===== src/hdl/swr_pkg.sv =====
// ----------------------------------------------------------------------------
// swr_pkg
// shared constants, codes and types of the stack with roll block
// ----------------------------------------------------------------------------
`default_nettype none

package swr_pkg;

  localparam int unsigned STACK_DEPTH = 1024;
  localparam int unsigned ADDR_W      = $clog2(STACK_DEPTH);
  localparam int unsigned CNT_W       = ADDR_W + 1;
  localparam int unsigned DATA_W      = 32;

  typedef enum logic [1:0] {
    MODE_PUSH  = 2'd0,
    MODE_POP   = 2'd1,
    MODE_ROLL  = 2'd2,
    MODE_CLEAR = 2'd3
  } mode_e;

  typedef enum logic [1:0] {
    FAULT_NONE  = 2'd0,
    FAULT_EMPTY = 2'd1,
    FAULT_FULL  = 2'd2
  } fault_e;

  typedef enum logic [2:0] {
    ST_IDLE,
    ST_POP,
    ST_DIV,
    ST_COPY,
    ST_GAP,
    ST_ROT,
    ST_FIN
  } state_e;

  typedef struct packed {
    logic [1:0]        fault;
    logic              is_empty;
    logic [CNT_W-1:0]  stack_size;
    logic [DATA_W-1:0] popped_value;
  } result_t;

  typedef struct packed {
    logic              start;
    logic [DATA_W-1:0] dividend;
    logic [CNT_W-1:0]  divisor;
  } mod_req_t;

  typedef struct packed {
    logic             done;
    logic [CNT_W-1:0] remainder;
  } mod_rsp_t;

endpackage

`default_nettype wire


===== src/hdl/swr_mod.sv =====
// ----------------------------------------------------------------------------
// swr_mod
// bit-serial restoring remainder unit, one dividend bit per cycle
// ----------------------------------------------------------------------------
`default_nettype none

module swr_mod (
  input  wire logic              clk_i,
  input  wire logic              rst_ni,
  input  wire swr_pkg::mod_req_t req_i,
  output swr_pkg::mod_rsp_t      rsp_o
);

  localparam int unsigned StepW = $clog2(swr_pkg::DATA_W);

  logic                       busy_q, busy_d;
  logic                       done_q, done_d;
  logic [StepW-1:0]           step_q, step_d;
  logic [swr_pkg::DATA_W-1:0] dvd_q, dvd_d;
  logic [swr_pkg::CNT_W-1:0]  dsr_q, dsr_d;
  logic [swr_pkg::CNT_W-1:0]  rem_q, rem_d;
  logic [swr_pkg::CNT_W:0]    trial;

  always_comb begin
    busy_d = busy_q;
    done_d = 1'b0;
    step_d = step_q;
    dvd_d  = dvd_q;
    dsr_d  = dsr_q;
    rem_d  = rem_q;
    trial  = {rem_q, dvd_q[swr_pkg::DATA_W-1]};
    if (req_i.start) begin
      busy_d = 1'b1;
      step_d = '0;
      dvd_d  = req_i.dividend;
      dsr_d  = req_i.divisor;
      rem_d  = '0;
    end else if (busy_q) begin
      dvd_d = {dvd_q[swr_pkg::DATA_W-2:0], 1'b0};
      if (trial >= {1'b0, dsr_q}) begin
        rem_d = swr_pkg::CNT_W'(trial - {1'b0, dsr_q});
      end else begin
        rem_d = trial[swr_pkg::CNT_W-1:0];
      end
      step_d = step_q + StepW'(1);
      if (step_q == StepW'(swr_pkg::DATA_W - 1)) begin
        busy_d = 1'b0;
        done_d = 1'b1;
      end
    end
  end

  always_ff @(posedge clk_i or negedge rst_ni) begin
    if (!rst_ni) begin
      busy_q <= 1'b0;
      done_q <= 1'b0;
      step_q <= '0;
    end else begin
      busy_q <= busy_d;
      done_q <= done_d;
      step_q <= step_d;
    end
  end

  always_ff @(posedge clk_i) begin
    dvd_q <= dvd_d;
    dsr_q <= dsr_d;
    rem_q <= rem_d;
  end

  assign rsp_o.done      = done_q;
  assign rsp_o.remainder = rem_q;

endmodule

`default_nettype wire


===== config.mk =====
export PLATFORM = sky130hd
export DESIGN_NAME = swr_mod
export DESIGN_NICKNAME = d
export VERILOG_FILES = /design/src/hdl/swr_pkg.sv /design/src/hdl/swr_mod.sv
export SDC_FILE = /design/constraint.sdc
export NUM_CORES = 1
export LEC_CHECK = 0
export ABC_AREA = 1
export CAP_MARGIN = 20
export CORE_AREA = 2 2 101 103
export DETAILED_ROUTE_END_ITERATION = 12
export DIE_AREA = 0 0 103 105
export DONT_BUFFER_PORTS = 1
export GPL_TIMING_DRIVEN = 0
export PLACE_DENSITY = 0.55
export SLEW_MARGIN = 5
export SYNTH_ARGS = -nofsm -noshare
export SYNTH_HDL_FRONTEND = slang
export SYNTH_SLANG_ARGS = --single-unit

===== constraint.sdc =====
create_clock -name clk_i -period 2.2 [get_ports clk_i]
set_clock_uncertainty 0.2 [all_clocks]
set_input_delay 0.11 -clock clk_i [delete_from_list [all_inputs] [get_ports clk_i]]
set_output_delay 0.11 -clock clk_i [all_outputs]
set_load 0.02 [all_outputs]

==> impl_summary.txt, run 1 <==
----------------------------------------------------
[Route]
  Length of the first detailed-routing pass in iterations ... 4
  Ratio of routed vias to standard cells ... 4.53
  Detailed-route wire length ... 7920 µm
  WL/cell ... 13.1 µm
  Via count ... 2741
  Total DRC errors in the routed layout ... 0
  Number of nets still failing antenna checks after routing ... 0
  Violation count after the first detailed-route iteration ... 107

[Critical path]
  CP Max Fanout ... 5
  Worst reg-to-reg path cell count ... 13
  CP endpoint kind ... flop
  List of cells traversed by the critical path ... ha_2 -> fa_2 -> inv_2 -> nand2_2 -> nand2_2 -> nand2_2 -> nand2_2 -> nand2_4 -> nand3_4 -> buf_8 -> nand2_1 -> nand3_2 -> o21ai_1
  Crit Path Class ... flop to flop
  Worst path max stage delay ... 0.38 ns
  Critical path data required time ... 2.22 ns
  Startpoint of the worst-slack reg-to-reg timing path ... dsr_q[0]
  Crit start category ... flop
  Cell at the slowest stage of the critical path ... edfxtp_1
  Most prevalent standard cell on the critical path ... nand2_2
  Worst endpoint data arrival time ... 2.11 ns
  CP startpoint ... dsr_q[0]

[Timing]
  Max Fclk ... 0.478 GHz
  Minimum setup slack in the final design ... 0.108 ns
  Total negative slack ... 0 ns
  Post-route minimum period ... 2.09 ns
  Max-slew headroom ... 45.3%
  Worst Tran Pin Value ... 0.820 ns
  Crit share post-route ... 95.1%
  Max Slew Vio Count ... 0
  Final hold vios ... 0
  Number of setup violations in the final report ... 0

[Synthesis]
  Net count after synthesis ... 461
  Number of register bits inferred by synthesis ... 61
  Syn Inst Count ... 401
  Count of distinct cell types in the synthesized netlist ... 28
  Sequential element share of the synthesized area ... 51.1%
  Synth Area per Inst ... 8.23 µm²
  Cell area after synthesis ... 0.00330 mm²
  Warnings, synthesis ... 0

[Placed design]
  Weighted congestion reported at the end of routability-driven placement ... 0.853
  Placement Cell Area ... 0.00347 mm²
  Half-perimeter wire length after placement ... 5180 µm
  Pre-CTS setup slack ... -0.221 ns
  Port bufs ... 0

[Die]
  Floorplan die height ... 105 µm
  Area of the die ... 0.0108 mm²
  Ports placed on the boundary ... 58
  Die width ... 103 µm
  Area of the core ... 0.00964 mm²
  Placement Rows ... 36
  Initial standard-cell utilization of the core ... 34.2%

[Outcome]
  Status ... complete, no violations

[Pwr]
  Final total power ... 0.00437 W
  Power density over the cells ... 1030 mW/mm²
  Worst voltage drop across the vdd grid ... 358 µV
  Leakage ... 2.06 nW

[Clocking]
  Clk Tree Root Cell ... clkbuf_8
  Clk pin slew, worst setup/hold paths ... 0.08 ns
  H-tree levels ... 3
  Clock tree from TritonCTS ... yes
  TritonCTS sink count ... 61
  Total CTS buffers ... 9
  Max Root-Sink Buffers ... 2
  Clk Latency, worst-skew pair ... 0.35 ns

[Global route]
  Global-route wire length before repair ... 13000 µm
  Via count of the first global-routing pass ... 2766
  Total congestion overflow after global routing ... 0
  All-layer global routing usage ... 15.7%
  Pin count of the biggest net entering global routing ... 39
  Number of antenna violations at the first check in global routing ... 0

[Cells and area]
  Ant diodes ... 0
  Share of final-layout standard cells stronger than drive strength 1 ... 12.3%
  Post-route cell area ... 0.00426 mm²
  Layout Area Growth over Synthesis ... 29.2%
  Fin nets ... 527

[Min path]
  Tightest Hold Check Type ... input port to flop
  Hold Path Depth ... 4
  Startpoint of the most critical hold path ... req_i[43]

[Run]
  Max capacitance violation total ... 0

----------------------------------------------------
[kinds of logic (layout without fill, tap and decap cells)]
kind of cell	count (synthesis)	count (layout)	synth area share, %
compound gates	14	14	2.35
xor+xnor	3	3	0.797
fa+ha+maj	14	14	5.54
simple gates	235	235	30.9
buf+inv	74	145	9.33
flops	61	61	51.1
[power by group]
part | switching (W) | internal [W]
logic | 0.000974 | 0.000750
registers | 0.000237 | 0.00142
clock network | 0.000479 | 0.000514
[Yosys cell counts]
master | number | area [µm²]
nor4_1 | 1 | 6.26
buf_6 | 2 | 22.5
nor2_2 | 2 | 12.5
nor3_1 | 4 | 20.0
edfxtp_1 | 43 | 1290
buf_1 | 1 | 3.75
a21oi_1 | 5 | 25.0
dfxtp_1 | 11 | 220
buf_2 | 3 | 15.0
a22o_1 | 1 | 8.76
nand2_1 | 166 | 623
fa_1 | 1 | 20.0
nand2_2 | 7 | 43.8
dfrtp_1 | 7 | 175
inv_1 | 58 | 218
buf_4 | 3 | 22.5
nand3_2 | 7 | 70.1
nand3_1 | 20 | 100
nand4_1 | 14 | 87.6
clkbuf_1 | 5 | 18.8
inv_2 | 2 | 7.51
or2_0 | 1 | 6.26
nor2_1 | 13 | 48.8
ha_1 | 13 | 163
o21ai_1 | 6 | 30.0
o21ai_0 | 1 | 5.00
a21oi_2 | 1 | 8.76
xor2_1 | 3 | 26.3
[per-layer routing]
metal	up-vias	track usage [%]	wire length, µm
li1	1405	-	-
met1	1259	19.8	3460
met2	63	25.1	3870
met3	14	3.61	402
met4	0	7.42	182
met5	-	0	0
[through the flow]
step                      hold WS, ns  utilization, %  instances
after floorplan                -0.386               -        401
after global placement         -0.385            36.0        534
after detailed placement       -0.385            36.0        534
after CTS                      0.0472            43.9        605
after global routing            0.103            44.2        605
final                          0.0639            44.2        605
[final timing paths]
check,slack (ns),to
worst max-delay path,0.11,rem_q[4]
worst min-delay path,0.06,rem_q[10]
worst max register to register,0.11,rem_q[4]
worst min register to register,0.31,dvd_q[4]
max in group asynchronous,1.09,step_q[2]
min in group asynchronous,0.44,step_q[1]
[state kept, by name, summed over array words and instances, names as in the netlist]
signal	flops
busy_q	1
done_q	1
dvd_q	32
rem_q	11
step_q	5
dsr_q	11
[what timing repair did]
action / in CTS / in global routing
pin swaps: 3 / 3
setup endpoints to repair: 11 / 11
gates cloned: 1 / 0
setup buffers: 3 / 0
hold buffers: 51 / 0
endpoints found under the hold margin: 66 / 0
resized for setup: 7 / 11
[layout make-up]
| cell class | count | area (µm²) |
|---|---|---|
| plain buffers | 14 | 86.3 |
| clock buffers | 9 | 124 |
| clock inverters | 7 | 66.3 |
| fillers | 980 | 5380 |
| inverters | 60 | 225 |
| multi-input cells | 266 | 1330 |
| flip-flops and latches | 61 | 1700 |
| well taps | 133 | 166 |
| repair buffers | 55 | 567 |
[cell usage in the layout, fill, tap and decap left out, types with 9 or more instances in the layout]
cell	count
clkbuf_8	9
dlygate4sd3_1	50
edfxtp_1	43
ha_1	12
inv_1	56
nand2_1	165
nand3_1	19
nand4_1	14
nor2_1	13
[worst max-delay path: cells and delay by family, from the launching register on]
family / cells / cell delay (ns)
flip-flops: 1 / 0.38
adder cells (fa/ha/maj): 2 / 0.57
buffers and inverters: 2 / 0.21
AND/OR/NAND/NOR: 8 / 0.53
AO/OA/AOI/OAI: 1 / 0.06
(Power assumes the default switching activity.)
==> run 2, diff against run 1 <==
CTS_BUF_LIST = sky130_fd_sc_hd__clkbuf_2   (was default)
==> run 2 against run 1 <==
Utilization increased by 0.52 points. Maximum frequency about the same. Routed wire length decreased by 0.27%. First-iteration DRC count increased by 13%. Die area unchanged. Power decreased by 6.2%. Non-clock buffer count increased by 13. Final area increased by 1.2%. Register-to-register slack about the same.
==> impl_summary.txt, run 2 (synthesis results as in run 1) <==
----------------------------------------------------
[Outcome]
  Status ... complete, no violations

[Timing]
  Total negative slack ... 0 ns
  Setup repair after global routing missed its margin ... no
  Number of setup violations in the final report ... 0
  Worst Tran Pin Value ... 0.818 ns
  Max Fclk ... 0.478 GHz
  Crit share post-route ... 95.0%
  Post-route minimum period ... 2.09 ns
  Max-slew headroom ... 45.4%
  Max Slew Vio Count ... 0
  Final hold vios ... 0

[Clocking]
  Max Root-Sink Buffers ... 2
  Clk Tree Root Cell ... clkbuf_2
  Total CTS buffers ... 9
  TritonCTS sink count ... 61
  Clock tree from TritonCTS ... yes
  Clk Latency, worst-skew pair ... 0.50 ns
  H-tree levels ... 3
  Clk pin slew, worst setup/hold paths ... 0.18 ns

[Route]
  Detailed-route wire length ... 7890 µm
  Ratio of routed vias to standard cells ... 4.50
  Total DRC errors in the routed layout ... 0
  Length of the first detailed-routing pass in iterations ... 6
  Via count ... 2779
  Violation count after the first detailed-route iteration ... 121
  WL/cell ... 12.8 µm
  Number of nets still failing antenna checks after routing ... 0

[Critical path]
  Startpoint of the worst-slack reg-to-reg timing path ... dsr_q[0]
  CP endpoint kind ... flop
  Worst reg-to-reg path cell count ... 13
  Worst endpoint data arrival time ... 2.26 ns
  Crit Path Class ... flop to flop
  CP Max Fanout ... 5
  R2R Path End ... rem_q[2]
  Critical path data required time ... 2.37 ns
  FF-to-FF setup slack ... 0.11 ns
  Crit start category ... flop

[Die]
  Ports placed on the boundary ... 58
  Initial standard-cell utilization of the core ... 34.2%
  Placement Rows ... 36
  Area of the core ... 0.00964 mm²
  Floorplan die height ... 105 µm
  Die width ... 103 µm
  Area of the die ... 0.0108 mm²

[Run]
  Max capacitance violation total ... 0

[Cells and area]
  Utilization of the core after routing ... 44.7%
  Largest register by flop count ... dvd_q
  Ant diodes ... 0
  Share of final-layout standard cells stronger than drive strength 1 ... 12.4%
  Layout Area Growth over Synthesis ... 30.7%
  Post-route non-filler standard cell count ... 618
  Fin nets ... 540
  Biggest registers after layout ... dvd_q (32), dsr_q (11), rem_q (11)
  Max reg flops ... 32
  Leading cell type in the layout, fill and taps excluded ... nand2_1
  Leading cell types in the layout, fill and taps excluded ... 165 x nand2_1, 63 x dlygate4sd3_1, 56 x inv_1

[Pwr]
  Leakage ... 2.08 nW
  Final total power ... 0.00410 W
  Power density over the cells ... 951 mW/mm²
  Worst voltage drop across the vdd grid ... 404 µV

[Min path]
  Tightest Hold Check Type ... input port to flop
  Hold Path Depth ... 1
  Hold Crit Endpoint ... dsr_q[6]
  Startpoint of the most critical hold path ... req_i[6]

[Global route]
  All-layer global routing usage ... 15.7%
  Via count of the first global-routing pass ... 2772
  Total congestion overflow after global routing ... 0
  Pin count of the biggest net entering global routing ... 39
  Number of antenna violations at the first check in global routing ... 0
  Global-route wire length before repair ... 13000 µm

[Placed design]
  Half-perimeter wire length after placement ... 5180 µm
  Number of placed instances, taps included ... 534
  Weighted congestion reported at the end of routability-driven placement ... 0.853
  Port bufs ... 0

----------------------------------------------------
[run 2: final cells by class]
| type | count | area (µm²) |
|---|---|---|
| Timing Repair Buffer | 68 | 692 |
| Clock inverter | 7 | 66.3 |
| Fill cell | 981 | 5330 |
| Sequential cell | 61 | 1700 |
| Clock buffer | 9 | 45.0 |
| Tap cell | 133 | 166 |
| Multi-Input combinational cell | 266 | 1330 |
| Buffer | 14 | 88.8 |
| Inverter | 60 | 225 |
[run 2: worst max-delay path, cell delays in order, from the launching register on]
cell and delay, ns:
edfxtp_1 0.42, ha_2 0.20, fa_2 0.37, inv_2 0.08, nand2_2 0.04, nand2_2 0.06
nand2_2 0.06, nand2_2 0.08, nand2_4 0.07, nand3_4 0.10, buf_8 0.13, nand2_1 0.05
nand3_1 0.06, o21ai_1 0.06
[run 2: through the flow]
| stage | hold slack [ns] | instance area (µm²) | worst slack, ns |
|---|---|---|---|
| floorplan | -0.386 | 3300 | 0.0793 |
| global placement | -0.385 | 3470 | -0.253 |
| detailed placement | -0.385 | 3470 | -0.221 |
| CTS | 0.00479 | 4280 | 0.00705 |
| global route | 0.0146 | 4310 | 0.000233 |
| finish | 0.0618 | 4310 | 0.109 |
[run 2: how the worst max path moves through the flow]
stage	to	cells past startpoint	startpoint
2_1_floorplan	rem_q[1]	13	rem_q[0]
3_3_place_gp	rem_q[4]	13	rem_q[0]
3_5_place_dp	rem_q[4]	13	rem_q[0]
4_1_cts	rem_q[4]	13	dsr_q[0]
5_1_grt	rem_q[1]	13	dsr_q[0]
6_report	rem_q[2]	13	dsr_q[0]
[run 2: timing repair]
action / 4_1_cts / 5_1_grt
cloned: 1 / 0
hold endpoints to repair: 78 / 13
gates resized for setup: 7 / 12
pin swaps: 3 / 3
hold buffers: 63 / 1
buffers inserted: 3 / 1
endpoints found under the setup margin: 11 / 12
[run 2: per-layer routing]
layer | global-route usage, % | part of all wire, % | vias to the layer above
met2 | 24.3 | 48 | 69
li1 | - | - | 1430
met4 | 7.14 | 2.4 | 0
met1 | 20.3 | 44 | 1262
met3 | 4.01 | 5.1 | 18
met5 | 0 | 0 | -
[run 2: where the power goes]
part	switching, W	total, W	internal [W]
clock network	0.000445	0.000698	0.000253
registers	0.000236	0.00165	0.00142
logic	0.000981	0.00175	0.000768
total	0.00166	0.00410	0.00244
==> run 3, diff against run 2 <==
PLACE_DENSITY = 0.54   (was 0.55)
==> run 3 against run 2 <==
Clock power rose by 9.7%. Sequential power about the same. First-iteration DRC count shrank 22%. Routed wire length hardly changed. Maximum frequency is 0.58% lower. Sequential cell count unchanged. Critical endpoint is now rem_q[4].
==> impl_summary.txt, run 3 (synthesis results as in run 1) <==
----------------------------------------------------
[Global route]
  Number of antenna violations at the first check in global routing ... 0
  Global-route wire length before repair ... 13000 µm
  Total congestion overflow after global routing ... 0
  Via count of the first global-routing pass ... 2816
  Pin count of the biggest net entering global routing ... 39
  All-layer global routing usage ... 15.7%

[Clocking]
  Total CTS buffers ... 9
  Clock tree from TritonCTS ... yes
  Max Root-Sink Buffers ... 2
  H-tree levels ... 3
  TritonCTS sink count ... 61
  Clk Tree Root Cell ... clkbuf_2
  Clk pin slew, worst setup/hold paths ... 0.21 ns
  Clk Latency, worst-skew pair ... 0.52 ns

[Route]
  Detailed-route wire length ... 7890 µm
  Number of nets still failing antenna checks after routing ... 0
  Ratio of routed vias to standard cells ... 4.58
  Total DRC errors in the routed layout ... 0
  Via count ... 2835
  Violation count after the first detailed-route iteration ... 94
  Length of the first detailed-routing pass in iterations ... 4
  WL/cell ... 12.8 µm

[Timing]
  Setup repair after global routing missed its margin ... yes
  Max Fclk ... 0.475 GHz
  Worst Tran Pin Value ... 0.808 ns
  Final hold vios ... 0
  Worst Hold Slack ... 0.0521 ns
  Post-route minimum period ... 2.10 ns
  Number of setup violations in the final report ... 0
  Crit share post-route ... 95.6%
  Max Slew Vio Count ... 0
  Max-slew headroom ... 46.1%

[Critical path]
  List of cells traversed by the critical path ... ha_2 -> fa_2 -> inv_2 -> nand2_2 -> nand2_2 -> nand2_2 -> nand2_2 -> nand2_4 -> nand3_4 -> buf_8 -> nand2_4 -> nand3_2 -> o21ai_1
  CP Max Fanout ... 5
  Worst endpoint data arrival time ... 2.30 ns
  Crit Path Class ... flop to flop
  Worst reg-to-reg path cell count ... 13
  Cell at the slowest stage of the critical path ... edfxtp_1
  Worst path max stage delay ... 0.42 ns
  Startpoint of the worst-slack reg-to-reg timing path ... dsr_q[0]
  Crit start category ... flop
  R2R Path End ... rem_q[4]
  CP endpoint kind ... flop
  Critical path data required time ... 2.39 ns
  FF-to-FF setup slack ... 0.1 ns
  Most prevalent standard cell on the critical path ... nand2_2

[Run]
  Max capacitance violation total ... 0

[Pwr]
  Internal power ... 0.00248 W
  Worst voltage drop across the vdd grid ... 396 µV
  Combinational power share ... 42.5%
  Leakage ... 2.10 nW
  Switch share ... 41.2%
  Power density over the cells ... 972 mW/mm²
  Switching power summed over all nets ... 0.00174 W
  Power share of the sequential group ... 39.3%
  Final total power ... 0.00422 W
  Clock power share ... 18.2%

[Cells and area]
  Share of final-layout standard cells stronger than drive strength 1 ... 13.6%
  Biggest registers after layout ... dvd_q (32), dsr_q (11), rem_q (11)
  Fin nets ... 541
  Max reg flops ... 32
  Layout Area Growth over Synthesis ... 31.4%
  Footprint of the flip-flops and latches ... 0.00170 mm²
  Leading cell types in the layout, fill and taps excluded ... 164 x nand2_1, 63 x dlygate4sd3_1, 56 x inv_1
  Ant diodes ... 0
  Fillers ... 988
  Post-route cell area ... 0.00434 mm²
  Footprint of the multi-input gates ... 0.00134 mm²
  Leading cell type in the layout, fill and taps excluded ... nand2_1
  Largest register by flop count ... dvd_q

[Outcome]
  Status ... complete, no violations

[Die]
  Area of the die ... 0.0108 mm²
  Floorplan die height ... 105 µm
  Placement Rows ... 36
  Die width ... 103 µm
  Initial standard-cell utilization of the core ... 34.2%
  Area of the core ... 0.00964 mm²
  Ports placed on the boundary ... 58

[Placed design]
  Weighted congestion reported at the end of routability-driven placement ... 0.820
  Placement Cell Area ... 0.00347 mm²
  Port bufs ... 0
  Half-perimeter wire length after placement ... 5220 µm

[Min path]
  Hold Crit Endpoint ... dsr_q[7]
  Hold Path Depth ... 1
  Tightest Hold Check Type ... input port to flop
  Startpoint of the most critical hold path ... req_i[7]

----------------------------------------------------
==> run 3: worst max path at each step <==
| stage | depth (start not counted) | endpoint | start | slack (ns) |
|---|---|---|---|---|
| detailed placement | 13 | rem_q[4] | rem_q[0] | -0.21 |
| global route | 6 | rem_q[4] | busy_q | -0.006 |
| floorplan | 13 | rem_q[1] | rem_q[0] | 0.08 |
| global placement | 13 | rem_q[4] | rem_q[0] | -0.25 |
| CTS | 13 | rem_q[4] | dsr_q[0] | 0.009 |
| finish | 13 | rem_q[4] | dsr_q[0] | 0.1 |
==> run 3: power by group through the flow <==
stage	clock, W	sequential [W]	combinational, W
global placement	0	0.00167	0.00145
detailed placement	0	0.00167	0.00147
CTS	0.000794	0.00164	0.00174
global route	0.000854	0.00169	0.00201
floorplan	0	0.00162	0.00119
finish	0.000766	0.00166	0.00179
==> run 3: through the flow <==
step	instances	worst slack (ns)	utilization, %	setup TNS (ns)
finish	619	0.0968	45.0	0
global route	619	-0.00615	45.0	-0.00615
CTS	615	0.00913	44.4	0
detailed placement	534	-0.214	36.0	-1.64
global placement	534	-0.250	36.0	-4.52
floorplan	401	0.0793	-	0
==> run 3: cell type report <==
class / count / share of cell area (%)
Timing Repair Buffer: 69 / 16.0
Sequential cell: 61 / 39.2
Buffer: 14 / 1.99
Clock buffer: 9 / 1.04
Multi-Input combinational cell: 266 / 30.8
Inverter: 60 / 5.19
Clock inverter: 7 / 1.88
Tap cell: 133 / 3.84
==> run 3: worst max-delay path: cells and delay by family, from the launching register on <==
family / cells / cell delay [ns]
and+or+nand+nor: 8 / 0.51
AOI/OAI and AO/OA: 1 / 0.07
DFF: 1 / 0.42
buffers and inverters: 2 / 0.21
adders and majority gates: 2 / 0.56
==> run 3: layer usage <==
metal,up-vias,part of all wire [%],global-route usage (%)
li1,1434,-,-
met1,1333,45,19.5
met2,57,49,26.0
met3,11,4.1,4.15
met4,0,1.6,5.73
met5,-,0,0
==> run 3: what timing repair did <==
action / 4_1_cts / 5_1_grt
endpoints found under the hold margin: 78 / 2
setup endpoints to repair: 11 / 12
resized for setup: 8 / 13
hold buffers: 61 / 2
pin swaps: 3 / 3
cloned: 1 / 0
setup buffers: 3 / 2
